### config.mk
export PLATFORM = sky130hd
export DESIGN_NAME = priority_ordered_filter_table
export DESIGN_NICKNAME = d
export VERILOG_FILES = /design/src/pof_pkg.sv /design/src/pof_mem.sv /design/src/pof_cmp.sv /design/src/priority_ordered_filter_table.sv
export VERILOG_INCLUDE_DIRS = /design/src /design/src/src
export SDC_FILE = /design/constraint.sdc
export NUM_CORES = 2
export LEC_CHECK = 0
export BUFFER_PORTS_ARGS = -buffer_cell sky130_fd_sc_hd__clkbuf_2
export CORE_MARGIN = 8
export CORE_UTILIZATION = 50
export DETAILED_ROUTE_END_ITERATION = 10
export HOLD_SLACK_MARGIN = 0.05
export PLACE_DENSITY = 0.66
export SLEW_MARGIN = 20
export SYNTH_ARGS = -nofsm -noshare
export SYNTH_HDL_FRONTEND = slang
export SYNTH_HIERARCHICAL = 1
export SYNTH_SLANG_ARGS = --single-unit
### constraint.sdc
create_clock -name clock -period 24 [get_ports clock]
set_input_delay 4.8 -clock clock [delete_from_list [all_inputs] [get_ports clock]]
set_output_delay 4.8 -clock clock [all_outputs]
set_load 0.02 [all_outputs]
### src/priority_ordered_filter_table_assert.svh
// Assertion macros shared by the filter table RTL.
`ifndef PRIORITY_ORDERED_FILTER_TABLE_ASSERT_SVH
`define PRIORITY_ORDERED_FILTER_TABLE_ASSERT_SVH

// Same-cycle implication, disabled during reset.
`define POF_ASSERT_SAME(label, ante, cons, msg) \
   label: assert property (@(posedge clock) disable iff (reset) (ante) |-> (cons)) \
      else $error(msg);

// Next-cycle implication, disabled during reset.
`define POF_ASSERT_NEXT(label, ante, cons, msg) \
   label: assert property (@(posedge clock) disable iff (reset) (ante) |=> (cons)) \
      else $error(msg);

`endif

### src/pof_pkg.sv
// Shared constants, codes and types of the priority-ordered filter table.
`timescale 1ns / 1ps

package pof_pkg;

   // Default table geometry.
   localparam int TABLE_DEPTH_DEF = 16;
   localparam int KEY_BITS_DEF    = 32;

   // Fixed field widths.
   localparam int IN_KEY_W  = 32;
   localparam int PRIO_W    = 64;
   localparam int HANDLE_W  = 32;
   localparam int SLOT_W    = 5;
   localparam int STATUS_W  = 3;
   localparam int REQ_DATA_W = 128;
   localparam int RSP_DATA_W = 8;

   // Result status codes.
   localparam logic [STATUS_W-1:0] ST_INSERTED = 3'd0;
   localparam logic [STATUS_W-1:0] ST_UPDATED  = 3'd1;
   localparam logic [STATUS_W-1:0] ST_REMOVED  = 3'd2;
   localparam logic [STATUS_W-1:0] ST_NOTFOUND = 3'd3;
   localparam logic [STATUS_W-1:0] ST_FULL     = 3'd4;

   // Outcome of one entry compare.
   typedef struct packed {
      logic key_eq;
      logic prio_gt;
   } cmp_res_type;

endpackage

### src/pof_mem.sv
// Entry storage: one write port and one registered read port.
`timescale 1ns / 1ps

module pof_mem #(
   parameter int DEPTH = 16,
   parameter int WIDTH = 128
) (
   input  logic                     clock,
   input  logic                     wr_en,
   input  logic [$clog2(DEPTH)-1:0] wr_addr,
   input  logic [WIDTH-1:0]         wr_data,
   input  logic                     rd_en,
   input  logic [$clog2(DEPTH)-1:0] rd_addr,
   output logic [WIDTH-1:0]         rd_data
);

   logic [WIDTH-1:0] mem [DEPTH];

   // Write port.
   always_ff @(posedge clock) begin
      if (wr_en) begin
         mem[wr_addr] <= wr_data;
      end
   end

   // Registered read port.
   always_ff @(posedge clock) begin
      if (rd_en) begin
         rd_data <= mem[rd_addr];
      end
   end

endmodule

### src/pof_cmp.sv
// Shared compare unit: key equality and signed priority order of one entry.
`timescale 1ns / 1ps

module pof_cmp #(
   parameter int KEY_BITS = 32
) (
   input  logic [KEY_BITS-1:0]              ent_key,
   input  logic signed [pof_pkg::PRIO_W-1:0] ent_prio,
   input  logic [KEY_BITS-1:0]              req_key,
   input  logic signed [pof_pkg::PRIO_W-1:0] req_prio,
   output pof_pkg::cmp_res_type             res
);

   import pof_pkg::*;

   // The new entry goes in front of the first entry of strictly lower priority.
   assign res.key_eq  = (ent_key == req_key);
   assign res.prio_gt = (req_prio > ent_prio);

endmodule

### src/priority_ordered_filter_table.sv
// The scan reads each stored entry in turn, then a move copies one entry per cycle.
// Not found and full respond after the scan; an update writes in place, a remove shifts the later
// entries up and an insert shifts the later entries down before it writes.
// A new request is taken in the cycle after the response is delivered, so requests never overlap.
// Reset (synchronous, active high) empties the table; entry contents need no clearing.
`timescale 1ns / 1ps
`include "priority_ordered_filter_table_assert.svh"

module priority_ordered_filter_table #(
   parameter int TABLE_DEPTH = pof_pkg::TABLE_DEPTH_DEF,
   parameter int KEY_BITS    = pof_pkg::KEY_BITS_DEF
) (
   input  logic                              clock,
   input  logic                              reset,
   input  logic                              req_tvalid,
   output logic                              req_tready,
   // remove_req
   input  logic                              req_tuser,
   // class_key[31:0], prio[95:32], entry_handle[127:96]
   input  logic [pof_pkg::REQ_DATA_W-1:0]    req_tdata,
   output logic                              rsp_tvalid,
   input  logic                              rsp_tready,
   // slot_index[4:0], status[7:5]
   output logic [pof_pkg::RSP_DATA_W-1:0]    rsp_tdata
);

   import pof_pkg::*;

   localparam int IDX_W   = $clog2(TABLE_DEPTH);
   localparam int CNT_W   = $clog2(TABLE_DEPTH + 1);
   localparam int ENTRY_W = KEY_BITS + PRIO_W + HANDLE_W;

   typedef enum logic [4:0] {
      S_IDLE  = 5'b00001,
      S_SCAN  = 5'b00010,
      S_MOVE  = 5'b00100,
      S_WRITE = 5'b01000,
      S_RESP  = 5'b10000
   } state_type;

   state_type                 state_ff, state_in;
   logic                      rm_ff, rm_in;
   logic [KEY_BITS-1:0]       key_ff, key_in;
   logic signed [PRIO_W-1:0]  prio_ff, prio_in;
   logic [HANDLE_W-1:0]       handle_ff, handle_in;
   logic [CNT_W-1:0]          count_ff, count_in;
   logic [CNT_W-1:0]          scan_ff, scan_in;
   logic                      chk_vld_ff, chk_vld_in;
   logic [IDX_W-1:0]          chk_idx_ff, chk_idx_in;
   logic                      found_ff, found_in;
   logic [IDX_W-1:0]          found_idx_ff, found_idx_in;
   logic                      pos_found_ff, pos_found_in;
   logic [IDX_W-1:0]          pos_ff, pos_in;
   logic [IDX_W-1:0]          mv_src_ff, mv_src_in;
   logic [CNT_W-1:0]          mv_left_ff, mv_left_in;
   logic                      pend_ff, pend_in;
   logic [IDX_W-1:0]          pend_addr_ff, pend_addr_in;
   logic [IDX_W-1:0]          tgt_ff, tgt_in;
   logic [CNT_W-1:0]          rsp_slot_ff, rsp_slot_in;
   logic [STATUS_W-1:0]       rsp_status_ff, rsp_status_in;

   logic                      mem_we;
   logic [IDX_W-1:0]          mem_waddr;
   logic [ENTRY_W-1:0]        mem_wdata;
   logic                      mem_re;
   logic [IDX_W-1:0]          mem_raddr;
   logic [ENTRY_W-1:0]        mem_rdata;
   cmp_res_type               cmp_res;
   logic [IDX_W-1:0]          ins_idx;

   // Entry storage, laid out as key, priority, handle from the top bit down.
   pof_mem #(
      .DEPTH (TABLE_DEPTH),
      .WIDTH (ENTRY_W)
   ) u_mem (
      .clock   (clock),
      .wr_en   (mem_we),
      .wr_addr (mem_waddr),
      .wr_data (mem_wdata),
      .rd_en   (mem_re),
      .rd_addr (mem_raddr),
      .rd_data (mem_rdata)
   );

   // Compare the entry just read against the held request.
   pof_cmp #(
      .KEY_BITS (KEY_BITS)
   ) u_cmp (
      .ent_key  (mem_rdata[ENTRY_W-1 -: KEY_BITS]),
      .ent_prio (mem_rdata[HANDLE_W +: PRIO_W]),
      .req_key  (key_ff),
      .req_prio (prio_ff),
      .res      (cmp_res)
   );

   assign req_tready = (state_ff == S_IDLE);
   assign rsp_tvalid = (state_ff == S_RESP);
   assign rsp_tdata  = {rsp_status_ff, SLOT_W'(rsp_slot_ff)};

   // Insert position: first entry of lower priority, else the end of the table.
   assign ins_idx = pos_found_ff ? pos_ff : count_ff[IDX_W-1:0];

   // Sequencer: scan, move, write and respond.
   always_comb begin
      state_in      = state_ff;
      rm_in         = rm_ff;
      key_in        = key_ff;
      prio_in       = prio_ff;
      handle_in     = handle_ff;
      count_in      = count_ff;
      scan_in       = scan_ff;
      chk_vld_in    = 1'b0;
      chk_idx_in    = chk_idx_ff;
      found_in      = found_ff;
      found_idx_in  = found_idx_ff;
      pos_found_in  = pos_found_ff;
      pos_in        = pos_ff;
      mv_src_in     = mv_src_ff;
      mv_left_in    = mv_left_ff;
      pend_in       = 1'b0;
      pend_addr_in  = pend_addr_ff;
      tgt_in        = tgt_ff;
      rsp_slot_in   = rsp_slot_ff;
      rsp_status_in = rsp_status_ff;
      mem_we        = 1'b0;
      mem_waddr     = pend_addr_ff;
      mem_wdata     = mem_rdata;
      mem_re        = 1'b0;
      mem_raddr     = scan_ff[IDX_W-1:0];

      case (state_ff)
         S_IDLE: begin
            if (req_tvalid) begin
               rm_in        = req_tuser;
               key_in       = KEY_BITS'(req_tdata[IN_KEY_W-1:0]);
               prio_in      = req_tdata[IN_KEY_W +: PRIO_W];
               handle_in    = req_tdata[IN_KEY_W + PRIO_W +: HANDLE_W];
               scan_in      = '0;
               found_in     = 1'b0;
               pos_found_in = 1'b0;
               state_in     = S_SCAN;
            end
         end

         S_SCAN: begin
            // Issue one read per cycle while entries remain.
            if (scan_ff < count_ff) begin
               mem_re     = 1'b1;
               scan_in    = scan_ff + 1'b1;
               chk_vld_in = 1'b1;
               chk_idx_in = scan_ff[IDX_W-1:0];
            end
            // Judge the entry read in the previous cycle; the first hit wins.
            if (chk_vld_ff) begin
               if (cmp_res.key_eq && !found_ff) begin
                  found_in     = 1'b1;
                  found_idx_in = chk_idx_ff;
               end
               if (cmp_res.prio_gt && !pos_found_ff) begin
                  pos_found_in = 1'b1;
                  pos_in       = chk_idx_ff;
               end
            end
            // Scan finished: pick the operation.
            if (!(scan_ff < count_ff) && !chk_vld_ff) begin
               if (rm_ff) begin
                  if (!found_ff) begin
                     rsp_slot_in   = count_ff;
                     rsp_status_in = ST_NOTFOUND;
                     state_in      = S_RESP;
                  end else begin
                     mv_src_in     = found_idx_ff + 1'b1;
                     mv_left_in    = count_ff - 1'b1 - CNT_W'(found_idx_ff);
                     rsp_slot_in   = CNT_W'(found_idx_ff);
                     rsp_status_in = ST_REMOVED;
                     state_in      = S_MOVE;
                  end
               end else if (found_ff) begin
                  tgt_in        = found_idx_ff;
                  rsp_slot_in   = CNT_W'(found_idx_ff);
                  rsp_status_in = ST_UPDATED;
                  state_in      = S_WRITE;
               end else if (count_ff == CNT_W'(TABLE_DEPTH)) begin
                  rsp_slot_in   = count_ff;
                  rsp_status_in = ST_FULL;
                  state_in      = S_RESP;
               end else begin
                  tgt_in        = ins_idx;
                  mv_src_in     = count_ff[IDX_W-1:0] - 1'b1;
                  mv_left_in    = count_ff - CNT_W'(ins_idx);
                  rsp_slot_in   = CNT_W'(ins_idx);
                  rsp_status_in = ST_INSERTED;
                  state_in      = S_MOVE;
               end
            end
         end

         S_MOVE: begin
            // Read the next source entry; a remove walks up, an insert walks down.
            mem_raddr = mv_src_ff;
            if (mv_left_ff != '0) begin
               mem_re     = 1'b1;
               mv_left_in = mv_left_ff - 1'b1;
               pend_in    = 1'b1;
               if (rm_ff) begin
                  mv_src_in    = mv_src_ff + 1'b1;
                  pend_addr_in = mv_src_ff - 1'b1;
               end else begin
                  mv_src_in    = mv_src_ff - 1'b1;
                  pend_addr_in = mv_src_ff + 1'b1;
               end
            end
            // Write the entry read in the previous cycle one slot over.
            mem_we = pend_ff;
            if ((mv_left_ff == '0) && !pend_ff) begin
               if (rm_ff) begin
                  count_in = count_ff - 1'b1;
                  state_in = S_RESP;
               end else begin
                  state_in = S_WRITE;
               end
            end
         end

         S_WRITE: begin
            // Store the request's entry at its slot; a new key grows the table.
            mem_we    = 1'b1;
            mem_waddr = tgt_ff;
            mem_wdata = {key_ff, prio_ff, handle_ff};
            if (!found_ff) begin
               count_in = count_ff + 1'b1;
            end
            state_in = S_RESP;
         end

         S_RESP: begin
            if (rsp_tready) begin
               state_in = S_IDLE;
            end
         end

         default: begin
            state_in = S_IDLE;
         end
      endcase
   end

   // Control registers.
   always_ff @(posedge clock) begin
      if (reset) begin
         state_ff     <= S_IDLE;
         count_ff     <= '0;
         chk_vld_ff   <= 1'b0;
         found_ff     <= 1'b0;
         pos_found_ff <= 1'b0;
         pend_ff      <= 1'b0;
      end else begin
         state_ff     <= state_in;
         count_ff     <= count_in;
         chk_vld_ff   <= chk_vld_in;
         found_ff     <= found_in;
         pos_found_ff <= pos_found_in;
         pend_ff      <= pend_in;
      end
   end

   // Request and working registers.
   always_ff @(posedge clock) begin
      rm_ff         <= rm_in;
      key_ff        <= key_in;
      prio_ff       <= prio_in;
      handle_ff     <= handle_in;
      scan_ff       <= scan_in;
      chk_idx_ff    <= chk_idx_in;
      found_idx_ff  <= found_idx_in;
      pos_ff        <= pos_in;
      mv_src_ff     <= mv_src_in;
      mv_left_ff    <= mv_left_in;
      pend_addr_ff  <= pend_addr_in;
      tgt_ff        <= tgt_in;
      rsp_slot_ff   <= rsp_slot_in;
      rsp_status_ff <= rsp_status_in;
   end

   // Checks on the table bookkeeping.
   `POF_ASSERT_SAME(a_count_bound, 1'b1, count_ff <= CNT_W'(TABLE_DEPTH), "entry count overflow")
   `POF_ASSERT_SAME(a_full_status, rsp_tvalid && (rsp_status_ff == ST_FULL), count_ff == CNT_W'(TABLE_DEPTH), "full reported with room left")
   `POF_ASSERT_SAME(a_insert_slot, rsp_tvalid && (rsp_status_ff == ST_INSERTED), rsp_slot_ff < count_ff, "insert slot outside table")
   `POF_ASSERT_NEXT(a_busy_after_req, req_tvalid && req_tready, !req_tready && !rsp_tvalid, "request overlap")

endmodule
After elaboration in Yosys (flattened, before gate mapping)

Memory sizes are Yosys's and may differ from the RTL's. A register that Yosys moved wholly into a read port is not among the register bits.
Cells that the tools add are included.

Add/subtract/negate cells: 10
Multiply operators: 0
Div/mod/pow operators: 0
Magnitude comparators: 2
Eq/ne operators: 22
Shifts and indexed selects: 0
Muxes and demuxes: 60
Bitwise operators: 3
Reduce and logical (&&, ||, !) cells: 29

Operators with widths:

| kind                  | number |
|---|---|
| $mux W128             | 1 |
| $mux W5               | 24 |
| $gt A64 B64 Y1        | 1 |
| $mux W4               | 13 |
| $eq A32 B32 Y1        | 1 |
| $pmux W5 S2           | 3 |
| $pmux W5 S5           | 1 |
| $ne A2 B2 Y1 const B  | 11 |
| $reduce_and A4 Y1     | 5 |
| $add A5 B1 Y5 const B | 2 |
| $eq A5 B5 Y1 const B  | 2 |
| $mux W1               | 10 |
| $sub A5 B1 Y5 const B | 2 |
| $sub A5 B4 Y5         | 2 |
| $mux W3               | 3 |
| $ne A3 B3 Y1 const B  | 3 |
| $reduce_and A3 Y1     | 3 |
| $add A4 B1 Y4 const B | 2 |
| $pmux W1 S2           | 4 |
| $pmux W4 S2           | 1 |
| $reduce_and A2 Y1     | 4 |
| $sub A4 B1 Y4 const B | 2 |
| $reduce_and A6 Y1     | 1 |
| $reduce_bool A2 Y1    | 3 |
| 12 further kinds      | 22 |

Flip-flop bits (word level): 185
Bits in latches: 0
Memory bits (writable): 2,048
Bits in read-only memories: 0
Input bits: 133
Output and inout bits: 10
Word-level logic and storage cells: 147
Memories kept: 1

Memories:

| name      | depth | bits a word | rd ports | clocked after memory_dff | wr ports | line          | source |
|---|---|---|---|---|---|---|---|
| u_mem.mem | 16    | 128         | 1        | 1                        | 1        | pof_mem.sv:17 | `logic [WIDTH-1:0] mem [DEPTH];` |

Longest topological paths before layout

Depth in word-level cells: 7
Depth in mapped cells: 15
Depth with buffers taken out: 11

By module

Netlist, hierarchy kept.

By module, submodules not included:

| module                        | instances | cells each | area each (um2) | sequential area each (um2) |
|---|---|---|---|---|
| pof_mem                       | 1         | 3,365      | 80,612.3        | 65,342.7 |
| priority_ordered_filter_table | 1         | 878        | 8,827.2         | 5,415.2 |
| pof_cmp                       | 1         | 274        | 2,015.7         | 0.0 |

Worst setup path after synthesis

Ideal clock, no wire load.

Path type: flip-flop to flip-flop
Start point: register state_ff[4]
End point: memory u_mem.mem[0][0], enable pin
Library setup time: 0.772 ns
Data arrival time: 10.813 ns
Data required time: 23.228 ns
Slack: 12.415 ns
Cell stages (with the launch flop): 10
Path buffers: 3
Period minus slack after synthesis: 11.585 ns
Cell sequence: dfxtp_1 or3_4 or3b_4 buf_6 buf_6 buf_6 nand2_1 nand2_1 or3b_2 nor3_1

Elaborated cells between the ends (all ways): 6
Classes of those cells: 2 x eq/ne; 4 x mux

RTL lines:

| item                   | line                                 | source |
|---|---|---|
| start, declared        | priority_ordered_filter_table.sv:41  | `state_type state_ff, state_in;` |
| start signal, assigned | priority_ordered_filter_table.sv:258 | `state_ff <= state_in;` |
| $eq A5 B4 Y1           | priority_ordered_filter_table.sv:131 | `case (state_ff)` |
| $mux W4                | priority_ordered_filter_table.sv:131 |  |
| net mem_waddr[2]       | priority_ordered_filter_table.sv:63  | `logic [IDX_W-1:0] mem_waddr;` |
| end, declared          | pof_mem.sv:17                        |  |

The timed path passes the listed nets, and every way through them passes these cells.

Worst setup path after layout

Start point: register state_ff[4]
End point: output port req_tready

Cells in the longest elaborated chain, start to end: 1

RTL lines:

| item          | line                                | source |
|---|---|---|
| $eq A5 B1 Y1  | priority_ordered_filter_table.sv:96 | `assign req_tready = (state_ff == S_IDLE);` |
| end, declared | priority_ordered_filter_table.sv:16 | `output logic req_tready,` |

Every way passes these cells.

==> results.toml <==
[critical_path]
r2r_slack_ps = 18640
crit_type = "reg -> out"
crit_fanout = 5
r2r_cells = 10
rr_endpoint = "u_mem/rd_data[61]"
arrival_ps = 2330
worst_ep_required_time_ps = 19200
start_kind = "register"
cp-end-kind = "output pin"
reg2reg_from = "state_ff[0]"

[yosys]
synth.avg_cell_area_sq_um = 19.61
syn-num-nets = 3800
netlist_area_sq_um = 70150
synthCells = 3577
yosys_warnings = 6

[final_layout]
final-seq-area_sq_um = 53460
layout.nets = 3956
drive_above_1_share = 0.2170
multiInputGateArea_sq_um = 15460
nFillCells = 10310
n_antenna_cell = 0
syn_to_final_growth_pct = 12.28

[placement]
dp_slack_ps = 17140
hpwl_um = 79970
port-buffer-count = 110
place_congestion = 0.7637

[timing]
setup_viol = 0
tightest_slew_ps = 1160
timing.final.crit_share = 0.2971
finalSetupTns_ps = 0
finalHoldViolations = 0
rsz0062_at_grt = "no"
period_needed_ps = 7129
layout_setup_ws_ps = 16870
maxSlewHeadroom = 0.2268
report.final.slew_viol_count = 0
fmax_mhz = 140.3
finalClockSkew_ps = 31.05

[routing]
wire_per_inst_um = 28.04
antenna_left = 0
viasPerCell = 6.027
drt_iter0_drc = 3438
vias = 34720
drcViolationCount = 0
wl_um = 161500
first_pass_iters = 5

[min_path]
hold_class = "reg -> reg"
min_to = "found_idx_ff[1]"
hold_depth = 0
min-delay-start = "chk_idx_ff[1]"

[die]
start_util = 0.5034
rows = 137
fp.dieW_um = 390.6
io_pins = 143
core-area_sq_um = 139400
dieArea_sq_um = 152500
die-height_um = 390.6

[cts]
clock_path_buffers = 3
cts.htree.levels = 4
cts_sinks = 1785
worstSkewPairLatency_ps = 790
postCtsResizedCells = 0
root_buffer = "clkbuf_16"
postCtsSetupBuffers = 0
cts_made_buffers = 178
clk_pin_slew_ps = 60
cts_tree = "yes"
ctsHoldBuffers = 0

[power_and_ir_drop]
cellLeakagePower_nw = 25.94
ir_drop_mv = 0.07229
pwr_density_cell_nw_per_um2 = 89.06

[global_route]
grt_pass1_wl_um = 237100
track_usage = 0.2108
antenna_found_initial = 0
grt_max_degree = 115
grt_overflow = 0
grt_pass1_vias = 35380

[run_status]
status = "finished, final reports clean"

[job]
drv_cap = 0
[worst max-delay path: stages, from the launching register on]
cell	delay, ps
dfxtp_1	350
or3_4	430
nor3b_1	500
clkbuf_2	280
[layout make-up]
| class | count | area share |
|---|---|---|
| clock buffer | 215 | 0.05994 |
| timing repair buffer | 174 | 0.01436 |
| sequential | 1785 | 0.6788 |
| inverter | 97 | 0.004686 |
| multi-input combinational | 1497 | 0.1963 |
| tap | 1876 | 0.02980 |
| clock inverter | 116 | 0.01617 |
[worst max-delay path by stage]
stage / from / end / slack (ps) / depth (start not counted)
floorplan: state_ff[4] / u_mem/mem[0][100] / 14670 / 9
global placement: req_tvalid / prio_ff[52] / 17150 / 4
detailed placement: req_tvalid / prio_ff[52] / 17140 / 4
CTS: state_ff[4] / req_tready / 16780 / 3
global route: state_ff[4] / req_tready / 16650 / 3
finish: state_ff[4] / req_tready / 16870 / 3
[placed cells by master (no fill, tap or decap), drive strengths merged, types with 78 or more instances in the layout]
cell type / count
ha: 88
a22oi: 166
clkinv: 78
edfxtp: 1771
clkbuf: 325
nand2: 436
mux4: 360
inv: 102
[power breakdown]
| part | internal, mW | switching, mW | total, mW |
|---|---|---|---|
| sequential | 3.47 | 0.0351 | 3.51 |
| clock | 1.67 | 1.16 | 2.84 |
| combinational | 0.285 | 0.388 | 0.673 |
| total | 5.43 | 1.59 | 7.01 |
[flip-flops by register name (all words and copies together), names as in the netlist, 5 cells and up]
name           flops
state_ff           5
rsp_slot_ff        5
key_ff            32
u_mem/mem       1536
count_ff           5
u_mem/rd_data     96
mv_left_ff         5
scan_ff            5
prio_ff           64
[routing by layer]
metal	routed length [um]	vias to the layer above	GRT usage
li1	-	14720	-
met1	68040	18400	0.3019
met2	78170	1344	0.3426
met3	11750	255	0.03336
met4	3540	0	0.05347
met5	0	-	0
[stage by stage]
stage / power (mW) / std cells / util / hold WS, ps / area, sq um
finish: 7.015 / 5760 / 0.5652 / 462.5 / 78760
global route: 7.244 / 5760 / 0.5652 / 473.8 / 78760
CTS: 7.078 / 5760 / 0.5652 / 464.8 / 78760
detailed placement: 4.250 / 5429 / 0.5221 / 450.7 / 72760
global placement: 4.244 / 5429 / 0.5221 / 434.4 / 72760
floorplan: 4.059 / 3577 / - / 421.5 / 70150
Note: power is estimated with default switching activity, not from simulation.
